**src/rtl/core/sup_pkg.sv**
```systemverilog
// ----------------------------------------------------------------------------
// sup_pkg
// Shared types and constants for the stereo 2:3 upsampler: interpolation
// weight, frame queue depth, lane control and frame structures.
// ----------------------------------------------------------------------------
package sup_pkg;

  localparam int unsigned SampleW = 16;

  // one third of 1.0 in q16, the smaller of the two blend weights
  localparam logic signed [SampleW-1:0] WOneThird = 16'sd21846;

  // frames the result queue can hold, at least two
  localparam int unsigned FifoDepth = 4;

  typedef enum logic {
    ModePass = 1'b0,
    ModeUp   = 1'b1
  } mode_e;

  typedef enum logic {
    PhaseFirst  = 1'b0,
    PhaseSecond = 1'b1
  } phase_e;

  typedef struct packed {
    logic   take;
    mode_e  mode;
    phase_e phase;
  } lane_ctrl_t;

  typedef struct packed {
    logic               last;
    logic signed [15:0] left;
    logic signed [15:0] right;
  } frame_t;

  typedef struct packed {
    logic push;
    logic two;
  } push_t;

endpackage

```
**src/rtl/core/sup_lane.sv**
```systemverilog
// ----------------------------------------------------------------------------
// sup_lane
// One audio channel: keeps the previous and held samples and forms the
// passthrough, kept or interpolated samples for the current transaction.
// ----------------------------------------------------------------------------
module sup_lane
  import sup_pkg::*;
(
  input  logic                     clk_i,
  input  logic                     rst_ni,
  input  lane_ctrl_t               ctrl_i,
  input  logic signed [SampleW-1:0] sample_i,
  output logic signed [SampleW-1:0] first_o,
  output logic signed [SampleW-1:0] second_o
);

  logic signed [SampleW-1:0] prev_q, prev_d;
  logic signed [SampleW-1:0] held_q, held_d;
  logic signed [SampleW-1:0] base, other;
  logic signed [SampleW:0]   diff;
  logic signed [32:0]        prod;
  logic signed [SampleW:0]   blend;

  // a*wa + b*wb with wa + wb = 1.0 is base*1.0 + (other - base) * one third
  always_comb begin
    if (ctrl_i.phase == PhaseFirst) begin
      base  = sample_i;
      other = prev_q;
    end else begin
      base  = held_q;
      other = sample_i;
    end
    diff  = {other[SampleW-1], other} - {base[SampleW-1], base};
    prod  = 33'(diff) * 33'(WOneThird);
    blend = {base[SampleW-1], base} + prod[32:16];
  end

  always_comb begin
    first_o  = sample_i;
    second_o = blend[SampleW-1:0];
    if (ctrl_i.mode == ModeUp) begin
      if (ctrl_i.phase == PhaseFirst) begin
        first_o = prev_q;
      end else begin
        first_o = blend[SampleW-1:0];
      end
    end
  end

  always_comb begin
    prev_d = prev_q;
    held_d = held_q;
    if (ctrl_i.take && (ctrl_i.mode == ModeUp)) begin
      if (ctrl_i.phase == PhaseFirst) begin
        held_d = sample_i;
      end else begin
        prev_d = sample_i;
      end
    end
  end

  always_ff @(posedge clk_i or negedge rst_ni) begin
    if (!rst_ni) begin
      prev_q <= '0;
      held_q <= '0;
    end else begin
      prev_q <= prev_d;
      held_q <= held_d;
    end
  end

endmodule

```
**src/rtl/core/sup_frame_fifo.sv**
```systemverilog
// ----------------------------------------------------------------------------
// sup_frame_fifo
// Queues the stereo frames built from the lane results; takes one or two
// frames per transaction and hands out one frame per ready output cycle.
// ----------------------------------------------------------------------------
module sup_frame_fifo
  import sup_pkg::*;
#(
  parameter int unsigned Depth = FifoDepth
) (
  input  logic   clk_i,
  input  logic   rst_ni,
  input  push_t  wr_i,
  input  frame_t frame_a_i,
  input  frame_t frame_b_i,
  output logic   space_o,
  output logic   out_valid_o,
  input  logic   out_ready_i,
  output frame_t frame_o
);

  localparam int unsigned PtrW = (Depth > 1) ? $clog2(Depth) : 1;
  localparam int unsigned CntW = $clog2(Depth + 1);

  frame_t            mem_q [Depth];
  logic [PtrW-1:0]   wr_ptr_q, wr_ptr_d, wr_next;
  logic [PtrW-1:0]   rd_ptr_q, rd_ptr_d;
  logic [CntW-1:0]   count_q, count_d;
  logic              pop;

  function automatic logic [PtrW-1:0] ptr_inc(input logic [PtrW-1:0] p);
    logic [PtrW-1:0] r;
    if (p == PtrW'(Depth - 1)) begin
      r = '0;
    end else begin
      r = p + PtrW'(1);
    end
    return r;
  endfunction

  assign space_o     = (count_q <= CntW'(Depth - 2));
  assign out_valid_o = (count_q != '0);
  assign frame_o     = mem_q[rd_ptr_q];
  assign pop         = out_valid_o && out_ready_i;
  assign wr_next     = ptr_inc(wr_ptr_q);

  always_comb begin
    wr_ptr_d = wr_ptr_q;
    rd_ptr_d = rd_ptr_q;
    count_d  = count_q;
    if (wr_i.push) begin
      if (wr_i.two) begin
        wr_ptr_d = ptr_inc(wr_next);
        count_d  = count_d + CntW'(2);
      end else begin
        wr_ptr_d = wr_next;
        count_d  = count_d + CntW'(1);
      end
    end
    if (pop) begin
      rd_ptr_d = ptr_inc(rd_ptr_q);
      count_d  = count_d - CntW'(1);
    end
  end

  always_ff @(posedge clk_i) begin
    if (wr_i.push) begin
      mem_q[wr_ptr_q] <= frame_a_i;
      if (wr_i.two) begin
        mem_q[wr_next] <= frame_b_i;
      end
    end
  end

  always_ff @(posedge clk_i or negedge rst_ni) begin
    if (!rst_ni) begin
      wr_ptr_q <= '0;
      rd_ptr_q <= '0;
      count_q  <= '0;
    end else begin
      wr_ptr_q <= wr_ptr_d;
      rd_ptr_q <= rd_ptr_d;
      count_q  <= count_d;
    end
  end

endmodule

```
**src/rtl/core/stereo_two_to_three_upsampler_top.sv**
```systemverilog
// ----------------------------------------------------------------------------
// stereo_two_to_three_upsampler_top
// Stereo sample stream, passed through or upsampled 2:3 by linear
// interpolation; left and right run in two lanes, a frame queue merges them.
//
//   channel  dir  handshake                  payload
//   in       in   in_valid_i / in_ready_o    left_sample_i, right_sample_i
//   out      out  out_valid_o / out_ready_i  left_out_o, right_out_o, run_last_o
//   cfg      in   cfg_valid_i / cfg_ready_o  cfg_rate_mode_i
//
// an accepted transaction's frames join the queue behind any frames already held
// passthrough: one item per cycle while the queue has space; 2:3 mode: 3 frames
// per 2 items, paced by the output side handing out one frame per ready cycle
// the frame queue holds Depth frames; input ready drops when under two are free
// reset clears mode, pairing phase, kept samples and the queue
// ----------------------------------------------------------------------------
module stereo_two_to_three_upsampler_top
  import sup_pkg::*;
#(
  parameter int unsigned Depth = FifoDepth
) (
  input  logic                      clk_i,
  input  logic                      rst_ni,
  input  logic                      in_valid_i,
  output logic                      in_ready_o,
  input  logic signed [SampleW-1:0] left_sample_i,
  input  logic signed [SampleW-1:0] right_sample_i,
  output logic                      out_valid_o,
  input  logic                      out_ready_i,
  output logic signed [SampleW-1:0] left_out_o,
  output logic signed [SampleW-1:0] right_out_o,
  output logic                      run_last_o,
  input  logic                      cfg_valid_i,
  output logic                      cfg_ready_o,
  input  logic                      cfg_rate_mode_i
);

  mode_e      mode_q, mode_d;
  phase_e     phase_q, phase_d;
  lane_ctrl_t ctrl;
  push_t      wr;
  frame_t     frame_a, frame_b, frame_out;
  logic       take, space;
  logic signed [SampleW-1:0] l_first, l_second, r_first, r_second;

  assign cfg_ready_o = 1'b1;
  assign in_ready_o  = space;
  assign take        = in_valid_i && in_ready_o;
  assign ctrl        = '{take: take, mode: mode_q, phase: phase_q};

  sup_lane u_lane_left (
    .clk_i    (clk_i),
    .rst_ni   (rst_ni),
    .ctrl_i   (ctrl),
    .sample_i (left_sample_i),
    .first_o  (l_first),
    .second_o (l_second)
  );

  sup_lane u_lane_right (
    .clk_i    (clk_i),
    .rst_ni   (rst_ni),
    .ctrl_i   (ctrl),
    .sample_i (right_sample_i),
    .first_o  (r_first),
    .second_o (r_second)
  );

  // first item of a pair in 2:3 mode yields the kept frame and one blend
  always_comb begin
    wr.push      = take;
    wr.two       = (mode_q == ModeUp) && (phase_q == PhaseFirst);
    frame_a.left  = l_first;
    frame_a.right = r_first;
    frame_a.last  = !wr.two;
    frame_b.left  = l_second;
    frame_b.right = r_second;
    frame_b.last  = 1'b1;
  end

  sup_frame_fifo #(
    .Depth (Depth)
  ) u_fifo (
    .clk_i       (clk_i),
    .rst_ni      (rst_ni),
    .wr_i        (wr),
    .frame_a_i   (frame_a),
    .frame_b_i   (frame_b),
    .space_o     (space),
    .out_valid_o (out_valid_o),
    .out_ready_i (out_ready_i),
    .frame_o     (frame_out)
  );

  assign left_out_o  = frame_out.left;
  assign right_out_o = frame_out.right;
  assign run_last_o  = frame_out.last;

  always_comb begin
    mode_d  = mode_q;
    phase_d = phase_q;
    if (cfg_valid_i && cfg_ready_o) begin
      mode_d = mode_e'(cfg_rate_mode_i);
    end
    if (take && (mode_q == ModeUp)) begin
      phase_d = (phase_q == PhaseFirst) ? PhaseSecond : PhaseFirst;
    end
  end

  always_ff @(posedge clk_i or negedge rst_ni) begin
    if (!rst_ni) begin
      mode_q  <= ModePass;
      phase_q <= PhaseFirst;
    end else begin
      mode_q  <= mode_d;
      phase_q <= phase_d;
    end
  end

endmodule

```
**config.mk**
```make
export PLATFORM = sky130hd
export DESIGN_NAME = stereo_two_to_three_upsampler_top
export DESIGN_NICKNAME = d
export VERILOG_FILES = /design/src/rtl/core/sup_pkg.sv /design/src/rtl/core/sup_lane.sv /design/src/rtl/core/sup_frame_fifo.sv /design/src/rtl/core/stereo_two_to_three_upsampler_top.sv
export SDC_FILE = /design/constraint.sdc
export NUM_CORES = 1
export LEC_CHECK = 0
export ABC_AREA = 1
export BUFFER_PORTS_ARGS = -buffer_cell sky130_fd_sc_hd__buf_2
export CORE_AREA = 2 2 286 288
export DETAILED_ROUTE_END_ITERATION = 16
export DIE_AREA = 0 0 288 290
export PLACE_DENSITY_LB_ADDON = 0.25
export SLEW_MARGIN = 15
export SYNTH_ARGS = -nofsm -noshare
export SYNTH_HDL_FRONTEND = slang
export SYNTH_SLANG_ARGS = --single-unit
export TNS_END_PERCENT = 10
```
**constraint.sdc**
```tcl
create_clock -name clk_i -period 11.3 [get_ports clk_i]
set_input_delay 1.13 -clock clk_i [delete_from_list [all_inputs] [get_ports clk_i]]
set_output_delay 1.13 -clock clk_i [all_outputs]
set_load 0.05 [all_outputs]
```
Yosys cells after proc, flatten, opt, wreduce, memory -nomap -nowiden

Memories as Yosys holds them, arrays and structs flattened.
Cells that the tools add are included.

RAM bits: 132
Register bits after elaboration: 73
Logic and storage cells: 54
Memories kept: 1
Bits of input ports: 38

Multiplexer cells: 21
Reductions and logical operators: 6
Bitwise gates (word level): 1
$add $sub $neg: 10
Equal/unequal tests: 3
Multipliers: 2
Magnitude comparators: 1

Memory list:

| memory       | depth | bits a word | rd ports | clocked after Yosys merged registers in | wr ports | RTL line             | source |
|---|---|---|---|---|---|---|---|
| u_fifo.mem_q | 4     | 33          | 1        | 0                                       | 2        | sup_frame_fifo.sv:25 | `frame_t mem_q [Depth];` |

Operators with widths:

| cell                   | number |
|---|---|
| $mux 16                | 8 |
| $mul 17x15->31 const B | 2 |
| $sub 16x16->17         | 2 |
| $add 16x16->16         | 2 |
| $mux 3                 | 3 |
| $mux 2                 | 4 |
| $add 2x1->2 const B    | 3 |
| $eq 2x2->1 const B     | 3 |
| $mux 1                 | 6 |
| $logic_and 1x1->1      | 4 |
| $add 3x1->3 const B    | 1 |
| $add 3x2->3 const B    | 1 |
| $le 3x2->1 const B     | 1 |
| $reduce_bool 3->1      | 1 |
| $sub 3x1->3 const B    | 1 |
| $logic_not 1->1        | 1 |
| $not 1->1              | 1 |

Depth between registers and ports, before layout

Gate-level depths: netlist of run 1.

Depth in word-level cells: 6
Gate-level depth with buffers: 51
Mapped depth without buffers: 49

Cells and area by module

Synthesis of run 1 repeated with hierarchy kept, for this count alone.

Cells, all modules: 3059
Area total of the unflattened synthesis: 24544.8 sq um

By module, submodules not included:

| module                            | area an instance (sq um) | instances | cells each | seq. area each (sq um) |
|---|---|---|---|---|
| sup_lane at u_lane_left           | 8838.5                   | 1         | 1199       | 800.8 |
| sup_lane at u_lane_right          | 8519.4                   | 1         | 1114       | 800.8 |
| sup_frame_fifo                    | 7075.5                   | 1         | 730        | 4139.0 |
| stereo_two_to_three_upsampler_top | 111.4                    | 1         | 16         | 50.0 |

Worst setup path after synthesis of run 1

OpenSTA, ideal clock, no wires.

Kind: input to register
Start point: in left_sample_i[0]
End point: mem u_fifo.mem_q[0][29] (netlist name) (data pin)
Arrival time: 8.732 ns
Stages: 43
Data required time: 11.047 ns
Path slack: 2.315 ns
Path through: inv_1 o21ai_0 ha_1 inv_1 fa_1 nand2_1 nand2_1 nand3_1 nand2_2 nand2_1 nand2_1 nand2_1 nand2_1 inv_1 ha_1 inv_1 fa_1 inv_1 [7 not listed] a21oi_1 o21ai_0 a21oi_1 nand2_1 nand2_1 nand2_1 a21oi_1 xor2_1 ha_1 a21oi_1 o21a_1 nand3_1 a31o_2 or2_2 nand3_1 nand2_1 nand3_1 nand2_1

RTL lines:

| item            | RTL line                                | source |
|---|---|---|
| start, declared | stereo_two_to_three_upsampler_top.sv:26 | `input logic signed [SampleW-1:0] left_sample_i,` |
| end, declared   | sup_frame_fifo.sv:25                    |  |

==> out/qor.csv, run 1 <==
metric;value;unit
crit_start;phase_q$_DFFE_PN0P_;
slew_headroom;43.57;%
die-area;0.08352;mm^2
num_rows;104;
cp-end-kind;register;
slowest_delay;0.50;ns
synth_compound_area_share;12.85;%
netlist.area_leader.share;16.69;%
hold_viol;0;
ys_seq_area_share;23.97;%
viasPerCell;4.753;
clock_sinks;205;
die_h;290;um
synth_simple_gate_area_share;18.00;%
area_growth_syn_to_layout;9.623;%
maxCapViolCount;0;
grt_first_pass_wirelength;109300;um
drc_errors;0;
cts.repair.resized;0;
reg2reg_from;phase_q$_DFFE_PN0P_;
start_util;29.93;%
synthMuxAreaShare;0.04172;%
critPathArrivalTime;10.44;ns
path_common_cell;nand2_1;
h-tree-depth;1;
hold_path_depth;2;
cts_tree;done;
syn-cell-area;0.02399;mm^2
drive_above_1_share;7.138;%
cts-root-buf;clkbuf_16;
rsz0062_at_grt;no;
synth.avg_cell_area;8.089;um^2
cts.clk_slew.worst_paths;0.07;ns
synth_ff_type;edfxtp_1;
cp_data_required_time;11.69;ns
yosys.area.top_type;fa_1;
setup_viol;0;
grt_overflow;0;
grt_pass1_vias;19370;
slew_viol_final;0;
finalCriticalPeriod;10.05;ns
cp_slowest_cell;fa_1;
async_reset_ff_share;35.61;%
clock_path_buffers;3;
syn-num-nets;3493;
status;finished clean;
diodes;0;
finalClockSkew;0.009591;ns
hold_path.class;register to register;
criticalPathCategory;register to register;
critPathLaunchType;register;
fin_area;0.02630;mm^2
synth-seq-cells;205;
port_buffers;72;
clock_latency;0.52;ns
fmax;0.09947;GHz
drt-pass1-iter-count;5;
core_area;0.08016;mm^2
num_io_pins;74;
post-route-period-util;88.97;%
grt_use_total;16.40;%
synth-edff-count;128;
synth_top_family_by_area;adder cells;
synthAdderAreaFrac;31.76;%
setup_tns;0;ns
yosysUniqueCellTypes;64;
wl;68540;um
vias;19420;
crit_fanout;124;
drt-initial-drc-count;1328;
antenna_found_initial;1;
hold_buffers;0;
final_nets;3539;
r2r_cells;41;
wire_per_inst;16.78;um
ant_nets;0;
syn-instance-count;2966;
chipWidth;288;um
cts_inserted_buffers;20;
hold_start;u_lane_right.prev_q[12]$_DFFE_PN0P_;
fin_util;32.81;%
placed_area;0.02562;mm^2
dpl.hpwl;53720;um
synth_area_leaders;fa_1, edfxtp_1, ha_1;
routabilityCongestion;0.9253;
synthXorXnorAreaFrac;3.646;%
yosysWarnings;0;
postCtsSetupBuffers;0;
worstMarginPinSlew;0.8456;ns
grt_max_degree;125;
-- cell usage in the layout, fill, tap and decap left out, drive strengths merged, types with 4 or more instances in the layout --
| master | count |
|---|---|
| inv | 532 |
| clkinvlp | 4 |
| o22ai | 97 |
| nor2 | 204 |
| or2 | 16 |
| nand3 | 150 |
| nand2 | 633 |
| clkinv | 9 |
| a32o | 8 |
| o21bai | 9 |
| a21boi | 5 |
| ha | 289 |
| nand4 | 13 |
| dfxtp | 4 |
| xnor2 | 21 |
| edfxtp | 128 |
| o21a | 8 |
| a21o | 21 |
| xor2 | 69 |
| a221oi | 5 |
| o211ai | 14 |
| a31oi | 11 |
| dfrtp | 73 |
| a21oi | 115 |
| o21ai | 219 |
| nor3 | 15 |
| buf | 103 |
| fa | 200 |
| clkbuf | 22 |
| and2 | 7 |
-- registers in the layout, summed over array words and instances, names as in the netlist --
name                 flops
u_fifo.count_q           3
u_lane_right.prev_q     16
phase_q                  1
u_lane_right.held_q     16
u_fifo.wr_ptr_q          2
mode_q                   1
u_fifo.mem_q           132
u_fifo.rd_ptr_q          2
u_lane_left.prev_q      16
u_lane_left.held_q      16
-- kinds of logic after synthesis --
logic type / Yosys count
xor+xnor: 90
other cells: 1
flops: 205
fa+ha+maj: 489
compound gates: 525
simple gates: 1043
mux: 1
buf+inv: 612
-- per-stage QoR --
stage / hold slack, ns / setup WS [ns] / std cells
finish: 0.4737 / 1.247 / 4086
global route: 0.4987 / 0.5397 / 4086
CTS: 0.4760 / 1.188 / 4086
detailed placement: 0.4584 / 0.8397 / 4050
global placement: 0.4546 / 0.7773 / 4050
floorplan: 0.4422 / 2.315 / 2966
-- path summary, 6_finish.rpt --
path	end	slack, ns
setup / recovery	u_fifo.mem_q[3][11]$_DFFE_PP_	1.25
hold / removal	u_lane_right.prev_q[12]$_DFFE_PN0P_	0.47
setup reg to reg	u_fifo.mem_q[3][11]$_DFFE_PP_	1.25
hold reg to reg	u_lane_right.prev_q[12]$_DFFE_PN0P_	0.47
max in group asynchronous	phase_q$_DFFE_PN0P_	9.67
min in group asynchronous	u_fifo.rd_ptr_q[1]$_DFFE_PN0P_	0.53
-- area by class of cell --
class	count	area [um^2]
Tap cell	1060	1326
Clock buffer	22	539.3
Multi-Input combinational cell	2149	15930
Sequential cell	205	5756
Fill cell	8525	53860
Timing Repair Buffer	103	608.1
Clock inverter	14	142.6
Inverter	533	2001
-- worst max-delay path: cells and delay by family, from the launching register on --
family          cells  cell delay [ns]
buf+inv             7             1.05
compound gates      6             1.43
simple gates       15             1.82
flops               1             0.43
fa+ha+maj          10             4.18
xor+xnor            3             0.97
-- cells in the mapped netlist (10+ instances only) --
library cell / count
nand3_1: 145
fa_1: 200
clkbuf_1: 52
o22ai_1: 97
nand2_1: 623
a31oi_1: 10
a21oi_1: 111
a21o_1: 20
nor2_1: 196
xor2_1: 64
or2_2: 14
inv_2: 15
nand2_2: 10
ha_1: 289
o211ai_1: 14
edfxtp_1: 128
nand4_1: 13
nor3_1: 14
o21ai_0: 215
xnor2_1: 19
inv_1: 515
buf_2: 19
dfrtp_1: 73
-- metal layers --
layer  wire [um]  track usage (%)  vias up
met4         949            2.806        0
met2       32090            27.55      351
met5           0                0        -
met3        2247           0.8412       52
li1            -                -     9742
met1       33250            23.50     9277
Power of run 1 is not shown: default switching activity piles up to over one toggle a cycle in this logic, so the estimate is an artifact.
==> run 2, diff against run 1 <==
--- a/config.mk
+++ b/config.mk
@@ -10,6 +10,7 @@
 export CORE_AREA = 2 2 286 288
 export DETAILED_ROUTE_END_ITERATION = 16
 export DIE_AREA = 0 0 288 290
+export MAX_ROUTING_LAYER = met4
 export PLACE_DENSITY_LB_ADDON = 0.25
 export SLEW_MARGIN = 15
 export SYNTH_ARGS = -nofsm -noshare
==> run 2 against run 1 <==
  * Clock-buffer cell count unchanged
  * Routed wire length about the same
  * Maximum frequency up 0.19%
  * Clock skew up 0.0031 ns
  * Critical path depth unchanged
  * Setup slack better by 0.020 ns
  * Cell area unchanged
==> out/qor.csv, run 2 (synthesis results as in run 1) <==
metric;value;unit
largest_register_ffs;132;
cts-root-buf;clkbuf_16;
cts.repair.resized;0;
finalCriticalPeriod;10.03;ns
setup_tns;0;ns
drive_above_1_share;7.138;%
chipWidth;288;um
postCtsSetupBuffers;0;
dpl.hpwl;53720;um
wl_met2;32250;um
drt-initial-drc-count;1312;
die_h;290;um
slew_headroom;43.28;%
area_growth_syn_to_layout;9.623;%
antenna_found_initial;1;
final_cells;4086;
hold_path.class;register to register;
viasPerCell;4.760;
finalClockSkew;0.01269;ns
ant_nets;0;
drt-pass1-iter-count;8;
critPathArrivalTime;10.42;ns
core_area;0.08016;mm^2
post-route-period-util;88.80;%
path_common_cell;nand2_1;
num_rows;104;
cp_data_required_time;11.69;ns
worstMarginPinSlew;0.8499;ns
status;finished clean;
grt_pass1_vias;19360;
num_io_pins;74;
criticalPathCategory;register to register;
diodes;0;
drc_errors;0;
slew_viol_final;0;
final_nets;3539;
grt_max_degree;125;
mostFrequentLayoutCell;nand2_1;
cp-end-kind;register;
wire_per_inst;16.78;um
grt_overflow;0;
hold_viol;0;
port_buffers;72;
h-tree-depth;1;
cts_inserted_buffers;20;
cp_slowest_cell;fa_1;
die-area;0.08352;mm^2
clock_path_buffers;3;
fmax;0.09966;GHz
maxCapViolCount;0;
hold_buffers;0;
clock_sinks;205;
grt_use_total;16.89;%
routabilityCongestion;0.9417;
mostFrequentLayoutCells;nand2_1, inv_1, ha_1;
critPathLaunchType;register;
rsz0062_at_grt;no;
start_util;29.93;%
slowest_delay;0.50;ns
setup_viol;0;
cts.clk_slew.worst_paths;0.07;ns
vias;19450;
met3_length;2037;um
r2r_slack;1.27;ns
top_layer_used;met4;
wl;68570;um
grt_first_pass_wirelength;109300;um
clock_latency;0.53;ns
wl_met1;33340;um
crit_fanout;124;
cts_tree;done;
dp.cells;4050;
top_register;u_fifo.mem_q;
run 2: layout make-up:
| cell class | instances | area [um^2] |
|---|---|---|
| repair buffers | 103 | 608.1 |
| fillers | 8525 | 53860 |
| flip-flops and latches | 205 | 5756 |
| multi-input cells | 2149 | 15930 |
| clock inverters | 14 | 142.6 |
| inverters | 533 | 2001 |
| well taps | 1060 | 1326 |
| clock buffers | 22 | 539.3 |
run 2: critical path: cells and delay by family (launching register included):
| family | cells | cell delay (ns) |
|---|---|---|
| compound gates | 6 | 1.40 |
| buf+inv | 7 | 1.05 |
| fa+ha+maj | 10 | 4.18 |
| flops | 1 | 0.43 |
| xor+xnor | 3 | 0.95 |
| simple gates | 15 | 1.82 |
run 2: metal layers:
metal  global-route usage, %  vias up
li1                        -     9734
met1                   23.50     9314
met2                   27.56      351
met3                  0.8412       52
met4                   2.806        0
met5                       -        -
run 2: per-stage QoR:
stage / instance area, um^2 / setup WS [ns] / hold WS, ns / utilization (%)
floorplan: 23990 / 2.315 / 0.4422 / -
global placement: 25620 / 0.7773 / 0.4546 / 31.96
detailed placement: 25620 / 0.8397 / 0.4584 / 31.96
CTS: 26300 / 1.188 / 0.4760 / 32.81
global route: 26300 / 0.5631 / 0.4987 / 32.81
finish: 26300 / 1.266 / 0.4719 / 32.81
run 2: final timing paths:
check                                                    start                             endpoint  cells past startpoint
min                        u_lane_right.prev_q[12]$_DFFE_PN0P_  u_lane_right.prev_q[12]$_DFFE_PN0P_                      2
max reg2reg                                phase_q$_DFFE_PN0P_        u_fifo.mem_q[3][11]$_DFFE_PP_                     41
min reg2reg                u_lane_right.prev_q[12]$_DFFE_PN0P_  u_lane_right.prev_q[12]$_DFFE_PN0P_                      2
max                                        phase_q$_DFFE_PN0P_        u_fifo.mem_q[3][11]$_DFFE_PP_                     41
min in group asynchronous                               rst_ni       u_fifo.rd_ptr_q[1]$_DFFE_PN0P_                      1
max in group asynchronous                               rst_ni                  phase_q$_DFFE_PN0P_                      2
Power of run 2 is left out for the same reason.
